`config.mk`:
```
export PLATFORM = sky130hd
export DESIGN_NAME = content_row_bound_finder
export DESIGN_NICKNAME = d
export VERILOG_FILES = /design/src/rtl/crbf_pkg.sv /design/src/rtl/content_row_bound_finder.sv /design/src/rtl/crbf_row_eval.sv
export VERILOG_INCLUDE_DIRS = /design/src /design/src/rtl
export SDC_FILE = /design/constraint.sdc
export NUM_CORES = 1
export LEC_CHECK = 0
export ABC_AREA = 1
export BUFFER_PORTS_ARGS = -buffer_cell sky130_fd_sc_hd__buf_2
export CAP_MARGIN = 20
export CORE_MARGIN = 2
export CORE_UTILIZATION = 60
export DETAILED_ROUTE_END_ITERATION = 10
export PLACE_DENSITY = 0.76
export SYNTH_ARGS = -nofsm -noshare
export SYNTH_HDL_FRONTEND = slang
export SYNTH_SLANG_ARGS = --single-unit
```
`constraint.sdc`:
```
create_clock -name clock -period 11 [get_ports clock]
set_clock_uncertainty 0.05 [all_clocks]
set_input_delay 1.1 -clock clock [delete_from_list [all_inputs] [get_ports clock]]
set_output_delay 1.1 -clock clock [all_outputs]
set_load 0.005 [all_outputs]
```
`src/rtl/content_row_bound_finder_macros.svh`:
```
// assertion helpers for the content row bound finder
`ifndef CONTENT_ROW_BOUND_FINDER_MACROS_SVH
`define CONTENT_ROW_BOUND_FINDER_MACROS_SVH

// condition and consequence in the same cycle
`define CRBF_ASSERT_SAME(label, ante, cons) \
   label: assert property (@(posedge clock) disable iff (reset) (ante) |-> (cons)) \
      else $error("content_row_bound_finder: same-cycle check failed");

// consequence in the cycle after the condition
`define CRBF_ASSERT_NEXT(label, ante, cons) \
   label: assert property (@(posedge clock) disable iff (reset) (ante) |=> (cons)) \
      else $error("content_row_bound_finder: next-cycle check failed");

`endif

```
`src/rtl/crbf_pkg.sv`:
```
package crbf_pkg;

   // field widths
   localparam int CFG_DIM_W = 13;
   localparam int STEP_W    = 4;
   localparam int MARGIN_W  = 8;
   localparam int PIXEL_W   = 8;
   localparam int TOP_W     = 12;
   localparam int BOTTOM_W  = 13;

   // pixel classification and row test
   localparam logic [PIXEL_W-1:0] WHITE_LEVEL = 8'd255;
   localparam int BLACK_SCALE = 10;

   // largest row step, one bottom class per phase
   localparam int STEP_MAX = 15;

   // register reset values
   localparam logic [CFG_DIM_W-1:0] WIDTH_RESET  = 13'd640;
   localparam logic [CFG_DIM_W-1:0] HEIGHT_RESET = 13'd480;
   localparam logic [STEP_W-1:0]    STEP_RESET   = 4'd5;
   localparam logic [MARGIN_W-1:0]  MARGIN_RESET = 8'd25;

   typedef enum logic [1:0] {
      CSR_WIDTH  = 2'd0,
      CSR_HEIGHT = 2'd1,
      CSR_STEP   = 2'd2,
      CSR_MARGIN = 2'd3
   } csr_index_type;

   typedef struct packed {
      logic row_end;
      logic frame_end;
      logic qualifies;
   } row_status_type;

endpackage

```
`src/rtl/content_row_bound_finder.sv`:
```
// channel  | ports                                         | moves
// req      | req_valid, req_stall, req_pixel               | one pixel item, raster order
// rsp      | rsp_valid, rsp_stall, rsp_top_row, rsp_bottom_row,
//          | rsp_top_found, rsp_bottom_found               | one bounds item per frame
// csr      | csr_write, csr_index, csr_data                | register write, restarts frame
//
// one pixel item is taken every cycle unless req_stall holds it; an item waits in the input register
// and its frame result is registered into the result register when the item moves on
// a result is produced only with the last pixel of the frame
// reset (synchronous) loads the register defaults and clears the frame counters and flags
// a stalled result holds the input register, so req_stall rises while both are full
// every register write restarts the frame
`include "content_row_bound_finder_macros.svh"

module content_row_bound_finder
   import crbf_pkg::*;
#(
   parameter int MAX_DIM = 4096
) (
   input  logic                 clock,
   input  logic                 reset,
   input  logic                 req_valid,
   output logic                 req_stall,
   input  logic [PIXEL_W-1:0]   req_pixel,
   output logic                 rsp_valid,
   input  logic                 rsp_stall,
   output logic [TOP_W-1:0]     rsp_top_row,
   output logic [BOTTOM_W-1:0]  rsp_bottom_row,
   output logic                 rsp_top_found,
   output logic                 rsp_bottom_found,
   input  logic                 csr_write,
   input  logic [1:0]           csr_index,
   input  logic [CFG_DIM_W-1:0] csr_data
);

   localparam int DW = $clog2(MAX_DIM + 1);
   localparam int RW = $clog2(MAX_DIM);
   localparam int EW = (DW > CFG_DIM_W) ? DW : CFG_DIM_W;

   // configuration registers
   logic [CFG_DIM_W-1:0] width_ff;
   logic [CFG_DIM_W-1:0] height_ff;
   logic [STEP_W-1:0]    step_ff;
   logic [MARGIN_W-1:0]  margin_ff;

   // input register
   logic               in_valid_ff, in_valid_in;
   logic [PIXEL_W-1:0] in_pixel_ff;

   // frame state
   logic [RW-1:0]       col_ff, col_in;
   logic [RW-1:0]       row_ff, row_in;
   logic [DW-1:0]       white_ff, white_in;
   logic [DW-1:0]       black_ff, black_in;
   logic [STEP_W-1:0]   phase_ff, phase_in;
   logic                top_seen_ff, top_seen_in;
   logic [RW-1:0]       top_bound_ff, top_bound_in;
   logic [STEP_MAX-1:0] bot_valid_ff, bot_valid_in;
   logic [DW-1:0]       bot_bound_ff [STEP_MAX];
   logic                bot_we;

   // result register
   logic                rsp_valid_ff, rsp_valid_in;
   logic [TOP_W-1:0]    rsp_top_row_ff;
   logic [BOTTOM_W-1:0] rsp_bottom_row_ff;
   logic                rsp_top_found_ff;
   logic                rsp_bottom_found_ff;

   logic [EW-1:0]       width_ext, height_ext;
   logic [DW-1:0]       width_eff, height_eff;
   logic [STEP_W-1:0]   step_eff;
   logic [STEP_W-1:0]   phase_plus;
   logic                advance;
   logic                out_busy;
   logic                is_white;
   logic [DW-1:0]       white_sum, black_sum;
   row_status_type      status;
   logic [RW-1:0]       row_top_bound;
   logic [DW-1:0]       row_bottom_bound;
   logic                top_cand;
   logic                res_top_found, res_bottom_found;
   logic [RW-1:0]       res_top_row;
   logic [DW-1:0]       res_bottom_row;

   // dimensions: zero taken as one, saturated at the largest frame
   assign width_ext  = EW'(width_ff);
   assign height_ext = EW'(height_ff);
   always_comb begin
      if (width_ext == '0) begin
         width_eff = DW'(1);
      end else if (width_ext > EW'(MAX_DIM)) begin
         width_eff = DW'(MAX_DIM);
      end else begin
         width_eff = DW'(width_ext);
      end
      if (height_ext == '0) begin
         height_eff = DW'(1);
      end else if (height_ext > EW'(MAX_DIM)) begin
         height_eff = DW'(MAX_DIM);
      end else begin
         height_eff = DW'(height_ext);
      end
   end
   assign step_eff   = (step_ff == '0) ? STEP_W'(1) : step_ff;
   assign phase_plus = phase_ff + STEP_W'(1);

   // handshake: the input register moves on unless a result is held
   assign out_busy  = rsp_valid_ff && rsp_stall;
   assign advance   = in_valid_ff && !out_busy;
   assign req_stall = in_valid_ff && out_busy;

   // pixel counts including the current item
   assign is_white  = (in_pixel_ff == WHITE_LEVEL);
   assign white_sum = white_ff + DW'(is_white);
   assign black_sum = black_ff + DW'(!is_white);

   crbf_row_eval #(
      .DW(DW),
      .RW(RW)
   ) u_row_eval (
      .width        (width_eff),
      .height       (height_eff),
      .margin       (margin_ff),
      .white_sum    (white_sum),
      .black_sum    (black_sum),
      .column       (col_ff),
      .row          (row_ff),
      .status       (status),
      .top_bound    (row_top_bound),
      .bottom_bound (row_bottom_bound)
   );

   // frame result; the bottom class is the phase of the last row
   assign top_cand = (phase_ff == '0) && status.qualifies;
   always_comb begin
      res_top_found = top_seen_ff || top_cand;
      if (top_seen_ff) begin
         res_top_row = top_bound_ff;
      end else if (top_cand) begin
         res_top_row = row_top_bound;
      end else begin
         res_top_row = '0;
      end
      res_bottom_found = status.qualifies || bot_valid_ff[phase_ff];
      if (status.qualifies) begin
         res_bottom_row = row_bottom_bound;
      end else if (bot_valid_ff[phase_ff]) begin
         res_bottom_row = bot_bound_ff[phase_ff];
      end else begin
         res_bottom_row = height_eff;
      end
   end

   // next frame state
   always_comb begin
      col_in       = col_ff;
      row_in       = row_ff;
      white_in     = white_ff;
      black_in     = black_ff;
      phase_in     = phase_ff;
      top_seen_in  = top_seen_ff;
      top_bound_in = top_bound_ff;
      bot_valid_in = bot_valid_ff;
      bot_we       = 1'b0;
      if (csr_write) begin
         col_in       = '0;
         row_in       = '0;
         white_in     = '0;
         black_in     = '0;
         phase_in     = '0;
         top_seen_in  = 1'b0;
         bot_valid_in = '0;
      end else if (advance) begin
         white_in = white_sum;
         black_in = black_sum;
         col_in   = col_ff + RW'(1);
         if (status.row_end) begin
            col_in   = '0;
            white_in = '0;
            black_in = '0;
            row_in   = row_ff + RW'(1);
            phase_in = (phase_plus >= step_eff) ? '0 : phase_plus;
            if (!top_seen_ff && top_cand) begin
               top_seen_in  = 1'b1;
               top_bound_in = row_top_bound;
            end
            if (status.qualifies) begin
               bot_valid_in[phase_ff] = 1'b1;
               bot_we = 1'b1;
            end
            if (status.frame_end) begin
               row_in       = '0;
               phase_in     = '0;
               top_seen_in  = 1'b0;
               bot_valid_in = '0;
            end
         end
      end
   end

   // next handshake state
   assign in_valid_in  = (req_valid && !req_stall) || (in_valid_ff && !advance);
   assign rsp_valid_in = out_busy || (advance && status.frame_end);

   // control and configuration registers
   always_ff @(posedge clock) begin
      if (reset) begin
         width_ff     <= WIDTH_RESET;
         height_ff    <= HEIGHT_RESET;
         step_ff      <= STEP_RESET;
         margin_ff    <= MARGIN_RESET;
         in_valid_ff  <= 1'b0;
         rsp_valid_ff <= 1'b0;
         col_ff       <= '0;
         row_ff       <= '0;
         white_ff     <= '0;
         black_ff     <= '0;
         phase_ff     <= '0;
         top_seen_ff  <= 1'b0;
         bot_valid_ff <= '0;
      end else begin
         in_valid_ff  <= in_valid_in;
         rsp_valid_ff <= rsp_valid_in;
         col_ff       <= col_in;
         row_ff       <= row_in;
         white_ff     <= white_in;
         black_ff     <= black_in;
         phase_ff     <= phase_in;
         top_seen_ff  <= top_seen_in;
         bot_valid_ff <= bot_valid_in;
         if (csr_write) begin
            case (csr_index_type'(csr_index))
               CSR_WIDTH:  width_ff  <= csr_data;
               CSR_HEIGHT: height_ff <= csr_data;
               CSR_STEP:   step_ff   <= csr_data[STEP_W-1:0];
               CSR_MARGIN: margin_ff <= csr_data[MARGIN_W-1:0];
               default:    width_ff  <= width_ff;
            endcase
         end
      end
   end

   // payload registers
   always_ff @(posedge clock) begin
      if (req_valid && !req_stall) begin
         in_pixel_ff <= req_pixel;
      end
      top_bound_ff <= top_bound_in;
      if (bot_we) begin
         bot_bound_ff[phase_ff] <= row_bottom_bound;
      end
      if (advance && status.frame_end) begin
         rsp_top_row_ff      <= TOP_W'(res_top_row);
         rsp_bottom_row_ff   <= BOTTOM_W'(res_bottom_row);
         rsp_top_found_ff    <= res_top_found;
         rsp_bottom_found_ff <= res_bottom_found;
      end
   end

   assign rsp_valid        = rsp_valid_ff;
   assign rsp_top_row      = rsp_top_row_ff;
   assign rsp_bottom_row   = rsp_bottom_row_ff;
   assign rsp_top_found    = rsp_top_found_ff;
   assign rsp_bottom_found = rsp_bottom_found_ff;

   // checks on counters, frame restart and input stall
   `CRBF_ASSERT_SAME(col_in_range_a, 1'b1, DW'(col_ff) < width_eff)
   `CRBF_ASSERT_SAME(row_in_range_a, 1'b1, DW'(row_ff) < height_eff)
   `CRBF_ASSERT_NEXT(frame_restart_a, advance && status.frame_end, (row_ff == '0) && !top_seen_ff && (bot_valid_ff == '0))
   `CRBF_ASSERT_SAME(stall_when_full_a, req_stall, in_valid_ff && rsp_valid_ff)

endmodule

```
`src/rtl/crbf_row_eval.sv`:
```
module crbf_row_eval
   import crbf_pkg::*;
#(
   parameter int DW = 13,
   parameter int RW = 12
) (
   input  logic [DW-1:0]       width,
   input  logic [DW-1:0]       height,
   input  logic [MARGIN_W-1:0] margin,
   input  logic [DW-1:0]       white_sum,
   input  logic [DW-1:0]       black_sum,
   input  logic [RW-1:0]       column,
   input  logic [RW-1:0]       row,
   output row_status_type      status,
   output logic [RW-1:0]       top_bound,
   output logic [DW-1:0]       bottom_bound
);

   localparam int AW = ((DW > MARGIN_W) ? DW : MARGIN_W) + 1;

   logic [DW-1:0]   col_next;
   logic [DW-1:0]   row_next;
   logic [DW+3:0]   black_x10;
   logic [DW:0]     white_x2;
   logic [AW-1:0]   row_a;
   logic [AW-1:0]   margin_a;
   logic [AW-1:0]   height_a;

   // row and frame end from the position counters
   assign col_next = DW'(column) + DW'(1);
   assign row_next = DW'(row) + DW'(1);
   assign status.row_end   = !(col_next < width);
   assign status.frame_end = status.row_end && !(row_next < height);

   // black at least a tenth of the row, white more than half
   assign black_x10 = (DW+4)'(black_sum) * (DW+4)'(BLACK_SCALE);
   assign white_x2  = {white_sum, 1'b0};
   assign status.qualifies = (black_x10 >= (DW+4)'(width)) && (white_x2 > {1'b0, width});

   // bounds widened by the margin where the image allows
   assign row_a    = AW'(row);
   assign margin_a = AW'(margin);
   assign height_a = AW'(height);
   assign top_bound = (row_a > margin_a) ? RW'(row_a - margin_a) : row;
   assign bottom_bound = ((height_a - row_a) > margin_a) ? DW'(row_a + margin_a) : DW'(row);

endmodule
```
; ---- After elaboration in Yosys (flattened, before gate mapping)
; Memory sizes are Yosys's and may differ from the RTL's. A register that Yosys moved wholly into a read port is not among the register bits.
; Index checks and enable logic that the tools add are counted.
[classes]
order_cmp = 11
reduce_logical = 38
n_addsub = 10
n_bitwise = 3
mul = 1
eq_ne = 4
muxes = 33
[ops]
columns = operator, count
row1 = $mux 13, 9
row2 = $mux 12, 5
row3 = $mux 15, 2
row4 = $add 12x1->13 const B, 2
row5 = $add 13x1->13, 2
row6 = $gt 13x13->1 const B, 2
row7 = $logic_not 13->1, 2
row8 = $lt 13x13->1, 2
row9 = $add 12x1->12 const B, 2
row10 = $mux 4, 5
row11 = $ge 17x13->1, 1
row12 = $mul 13x3->16 const B, 1
row13 = $or 15x15->15, 1
row14 = $gt 14x13->1, 1
row15 = $gt 14x8->1, 1
row16 = $sub 13x12->14, 1
row17 = $add 12x8->13, 1
row18 = $gt 12x8->1, 1
row19 = $sub 12x8->12, 1
row20 = $logic_and 1x1->1, 11
row21 = $mux 1, 10
row22 = $reduce_and 2->1, 5
row23 = $eq 8x8->1 const B, 1
row24 = $logic_not 4->1, 2
row25 = other kinds (16), 29
[totals]
ram_bits = 195
inputBits = 28
output_inout_bits = 29
register_bits = 157
n_memories = 1
wordCells = 120
[memory_table]
columns = name, depth, word_bits, rd, rd_clocked_by_memory_dff, write_ports, line_no
row1 = bot_bound_ff, 15, 13, 1, 1, 1, content_row_bound_finder.sv:59  ; logic [DW-1:0] bot_bound_ff [STEP_MAX];

; ---- Logic depth before layout (Yosys ltp)
[logic_depth]
ltp_word = 12
ltp_mapped = 33
mapped_depth_nobuf = 32

; ---- Cells and area by module
; From an unflattened synthesis, not the netlist that was laid out.
[unflattened]
hier_cells = 2277
area_unflattened_um2 = 19518.7
[modules_own_cells]
columns = module, seq_area_each_um2, area_each_um2, instances, cells_each
row1 = content_row_bound_finder, 9549.2, 15164.5, 1, 1554
row2 = crbf_row_eval, 0.0, 4354.2, 1, 723

; ---- Worst setup path before layout
; OpenSTA, ideal clock, no wires.
[synth_path]
path_kind = flip-flop to flip-flop
start = register in_pixel_ff[0]
end = memory bot_bound_ff[12][0] (enable)
path_slack_ns = 5.834
path_stages_with_launch = 28
arrival_ns = 4.716
setup_ns = 0.400
synth_period_minus_slack_ns = 5.166
cell_sequence = edfxtp_1 inv_1 nor4_1 inv_1 ha_1 ha_1 nand2_2 nor2_4 xor2_1 ha_1 inv_1 fa_1 inv_1 a31oi_1 xnor2_1 ha_1 nand2_1 nor4_1 nand2_1 nand2_1 nand2_1 nand2_1 nor2_2 nand3_4 nand2_4 inv_4 nand3_4 nor3_1
[synth_between]
elab_chain_len = 12
word_cells_on_any_way = 14
classes_between = add/sub (2) / mul (1) / order compare (2) / eq/ne (1) / mux (6) / reduce/logical (2)
[synth_rtl]
columns = item, line_no
row1 = start: declaration, content_row_bound_finder.sv:48  ; logic [PIXEL_W-1:0] in_pixel_ff;
row2 = start signal: assignment, content_row_bound_finder.sv:246  ; in_pixel_ff <= req_pixel;
row3 = $eq 8x8->1 *, content_row_bound_finder.sv:113  ; assign is_white = (in_pixel_ff == WHITE_LEVEL);
row4 = $logic_not 1->1, content_row_bound_finder.sv:115  ; assign black_sum = black_ff + DW'(!is_white);
row5 = $add 13x1->13, content_row_bound_finder.sv:115
row6 = $mul 13x3->16, crbf_row_eval.sv:36  ; assign black_x10 = (DW+4)'(black_sum) * (DW+4)'(BLACK_SCALE);
row7 = $ge 17x13->1, crbf_row_eval.sv:38  ; assign status.qualifies = (black_x10 >= (DW+4)'(width)) && (white_x2 > {1'b0, width});
row8 = $logic_and 1x1->1 *, crbf_row_eval.sv:38
row9 = $mux 1 *, content_row_bound_finder.sv:187  ; if (status.qualifies) begin
row10 = $mux 1 *, content_row_bound_finder.sv:177  ; if (status.row_end) begin
row11 = $mux 1 *, content_row_bound_finder.sv:173  ; end else if (advance) begin
row12 = $mux 1 *, content_row_bound_finder.sv:165  ; if (csr_write) begin
row13 = $mux 1 *, content_row_bound_finder.sv:249  ; if (bot_we) begin
row14 = $mux 1 (implied by the code) *, content_row_bound_finder.sv:250  ; bot_bound_ff[phase_ff] <= row_bottom_bound;
row15 = end: declaration, content_row_bound_finder.sv:59
; Mark *: on every way between the ends. The rest lies on a longest branch, timed or not.

; ---- Final worst setup path
[layout_path]
start = register in_pixel_ff[0]
end = memory bot_bound_ff[0][10] (enable)
; The elaborated chain is that of the path after synthesis.

==> flow_summary.yaml <==
placed_design:
  place.gp.congestion: 1.01
  pre_cts_ws_ps: 4900
  dp_hpwl_mm: 35.4
  port_buffers: 56
  place_area_um2: 19600
power:
  power_frac_clock_pct: 45.1
  p_int_mw: 2.25
  power_density_nw_per_um2: 139
  combPwrFrac_pct: 5.5
  p_sw_mw: 0.671
  p_leak_nw: 8.58
  fin_total_pwr_mw: 2.92
  vdd_ir_drop_max_uv: 118
  seqPwrFrac_pct: 49.4
  swShare_pct: 23.0
detailed_routing:
  vias: 15500
  top_layer: "met4"
  wl_met1_mm: 20.6
  finalWirelength_mm: 50.5
  drc: 0
  ant_nets: 0
  wl_met2_mm: 23.7
  dr_wl_met3_mm: 4.65
  firstDrtPassIters: 6
  wl_per_cell_um: 19.3
  via_per_inst: 5.93
  drt_iter0_drc: 1813
status:
  status: "complete, no violations"
cells_and_area:
  final_area_um2: 21000
  syn_to_final_growth_pct: 9.64
  fillers: 2496
  drive_gt1_share_pct: 9.55
  fin_nets: 2329
  diodes: 0
global_route:
  antenna_found_initial: 0
  grt_overflow: 0
  grt_max_degree: 93
  grt_pass1_vias: 14600
  grt_use_total_pct: 30.0
  grt_first_pass_wirelength_mm: 78.2
clock_network:
  clock_path_buffers: 3
  numCtsBuffers: 39
  numClockSinks: 356
  cts-root-buf: "clkbuf_16"
  path_clk_slew_ps: 60
  cts_resized: 0
  cts_hold_buf: 0
  cts_max_level: 2
  cts_setup_buffers: 0
  cts_tree: "done"
  clk_latency_ps: 540
worst_setup_path:
  reg2reg_from: "in_pixel_ff[0]"
  crit_path_end_kind: "flop"
  crit_path_start_kind: "flop"
  r2r_end: "bot_bound_ff[0][10]"
  path_class: "reg2reg"
  worst_r2r_path_depth: 27
  worstPathArrival_ps: 6280
  reg2reg_slack_ps: 4830
  required_ps: 11110
  worst-path-max-fanout: 16
yosys:
  synth-seq-area-share_pct: 50.0
  ys_warn_count: 0
  synth-async-reset-ratio_pct: 0
  yosysTopAreaCellShare_pct: 38.0
  syn_area_per_cell_um2: 8.87
  synth_area_um2: 19100
  netlist_instances: 2154
  yosysTopAreaCell: "edfxtp_1"
  synth_flop_cell: "edfxtp_1"
  synth-edff-count: 242
  synth_fp_nets: 2304
  synth.area.top_cells: "edfxtp_1 38%, dfxtp_1 12%, nand2_1 8.4%"
  synth_seq_cells: 356
  yosysUniqueCellTypes: 51
timing:
  tightest_slew_ps: 1200
  finalSetupTns_ps: 0
  fmax_mhz: 162
  setup_viol: 0
  timing.final.ws_setup_ps: 4830
  fin_crit_ps: 6170
  post-route-period-util_pct: 56.1
  rsz0062_at_grt: "false"
  hold_viol: 0
  slew_viol_final: 0
  relSlewSlack_pct: 19.3
  hold_ws_ps: 419
min_path:
  holdCritPathClass: "reg2reg"
  min_delay_worst_endpoint: "col_ff[11]"
  hold_depth: 2
  hp-start: "col_ff[11]"
die:
  pin_count: 57
  row_count: 65
  die_w_um: 182
  core-area_um2: 31500
  die_area_um2: 33300
  start_util_pct: 60.7
  die-height_um: 182
run:
  drv_cap: 0
cell type report:
cell class / count / area [µm²] / share of cell area (%)
Clock inverter: 27 / 263 / 1.25
Inverter: 210 / 791 / 3.77
Sequential cell: 356 / 9550 / 45.6
Multi-Input combinational cell: 1508 / 8470 / 40.4
Tap cell: 402 / 503 / 2.40
Timing Repair Buffer: 64 / 360 / 1.72
Clock buffer: 44 / 1020 / 4.85
placed cells by master, fill, tap and decap left out, types with 7 or more instances in the layout:
cell type / n
nand2_1: 426
nor2_1: 244
edfxtp_1: 242
inv_1: 196
o21ai_0: 183
a21oi_1: 164
ha_1: 118
dfxtp_1: 112
nand3_1: 75
xor2_1: 64
buf_2: 56
clkbuf_16: 40
o22ai_1: 36
o21ai_2: 20
o211ai_1: 19
nand4_1: 18
nor3_2: 18
nor3_1: 17
o21ai_1: 14
xnor2_1: 14
nor2_2: 12
clkinv_1: 11
inv_2: 11
o21a_1: 7
buf_4: 7
synthesized netlist by cell type (4+ instances only):
library cell,number
nor3_2,13
buf_6,4
nand2_1,426
a31oi_1,4
dfxtp_1,114
a21oi_1,164
fa_1,4
nor3_1,22
clkbuf_1,61
o22ai_1,36
or2_2,4
buf_4,4
inv_1,196
o211ai_1,19
nand4_1,18
xnor2_1,14
nand2_2,6
o21ai_1,18
inv_2,11
o21a_1,7
buf_2,10
nand3_1,75
edfxtp_1,242
nor4_1,5
ha_1,118
o21ai_2,16
xor2_1,64
nor2_1,244
o21ai_0,183
nor2_2,12
metal layers:
metal,GRT usage (%),up-vias
li1,-,7361
met5,0,-
met2,49.7,759
met1,40.1,7233
met3,5.37,125
met4,9.65,0
registers in the layout, indices dropped and copies added, names as in the netlist, 12 cells and up, named ones only:
| register | cells |
|---|---|
| height_ext | 13 |
| bot_bound_ff | 195 |
| rsp_bottom_row | 13 |
| black_ff | 13 |
| row_ff | 12 |
| top_bound_ff | 12 |
| width_ext | 13 |
| white_ff | 13 |
| rsp_top_row | 12 |
| bot_valid_ff | 15 |
| col_ff | 12 |
power by group through the flow:
stage	Combinational, mW	Sequential [mW]	Clock [mW]
3_5_place_dp	0.157	1.47	0
3_3_place_gp	0.154	1.47	0
2_1_floorplan	0.106	1.47	0
4_1_cts	0.159	1.44	1.32
6_report	0.162	1.44	1.31
5_1_grt	0.179	1.44	1.37
per-stage QoR:
stage                     cells  utilization (%)
after floorplan            2154                -
after detailed placement   2539             62.4
after CTS                  2610             66.5
after global placement     2539             62.4
final                      2611             66.6
after global routing       2611             66.6
critical path, stage by stage (launching register included):
cell and delay (ps):
edfxtp_1 320, inv_1 40, nor4_1 610, inv_1 110, ha_1 250, ha_1 220, nand2_2 90, nor2_4 50
xor2_1 180, ha_1 330, inv_1 60, fa_1 460, inv_1 120, a31oi_1 110, xnor2_1 150, ha_1 300
nand2_1 80, nor4_1 280, nand2_1 80, nand2_1 110, nand2_1 80, nand2_1 80, nor2_2 50, nand3_4 100
nand2_4 140, inv_4 180, nand3_4 300, nor3_2 860
logic make-up (layout without fill, tap and decap cells):
| group | after synthesis | after routing | share of synthesized area (%) |
|---|---|---|---|
| xor gates and xnor gates | 78 | 78 | 3.57 |
| AOI/OAI and AO/OA | 463 | 463 | 13.3 |
| and+or+nand+nor | 845 | 845 | 19.0 |
| adders and majority gates | 122 | 122 | 8.15 |
| buffers and inverters | 290 | 345 | 6.01 |
| DFF | 356 | 356 | 50.0 |
how the worst max path moves through the flow:
stage | from | end | slack (ps)
floorplan | in_pixel_ff[0] | bot_bound_ff[12][0] | 5830
detailed placement | in_pixel_ff[0] | bot_bound_ff[11][9] | 4900
finish | in_pixel_ff[0] | bot_bound_ff[0][10] | 4830
global placement | in_pixel_ff[0] | bot_bound_ff[10][1] | 5050
global route | in_pixel_ff[0] | bot_bound_ff[11][8] | 4330
CTS | in_pixel_ff[0] | bot_bound_ff[10][1] | 4860
Note: power is estimated with default switching activity, not from simulation.
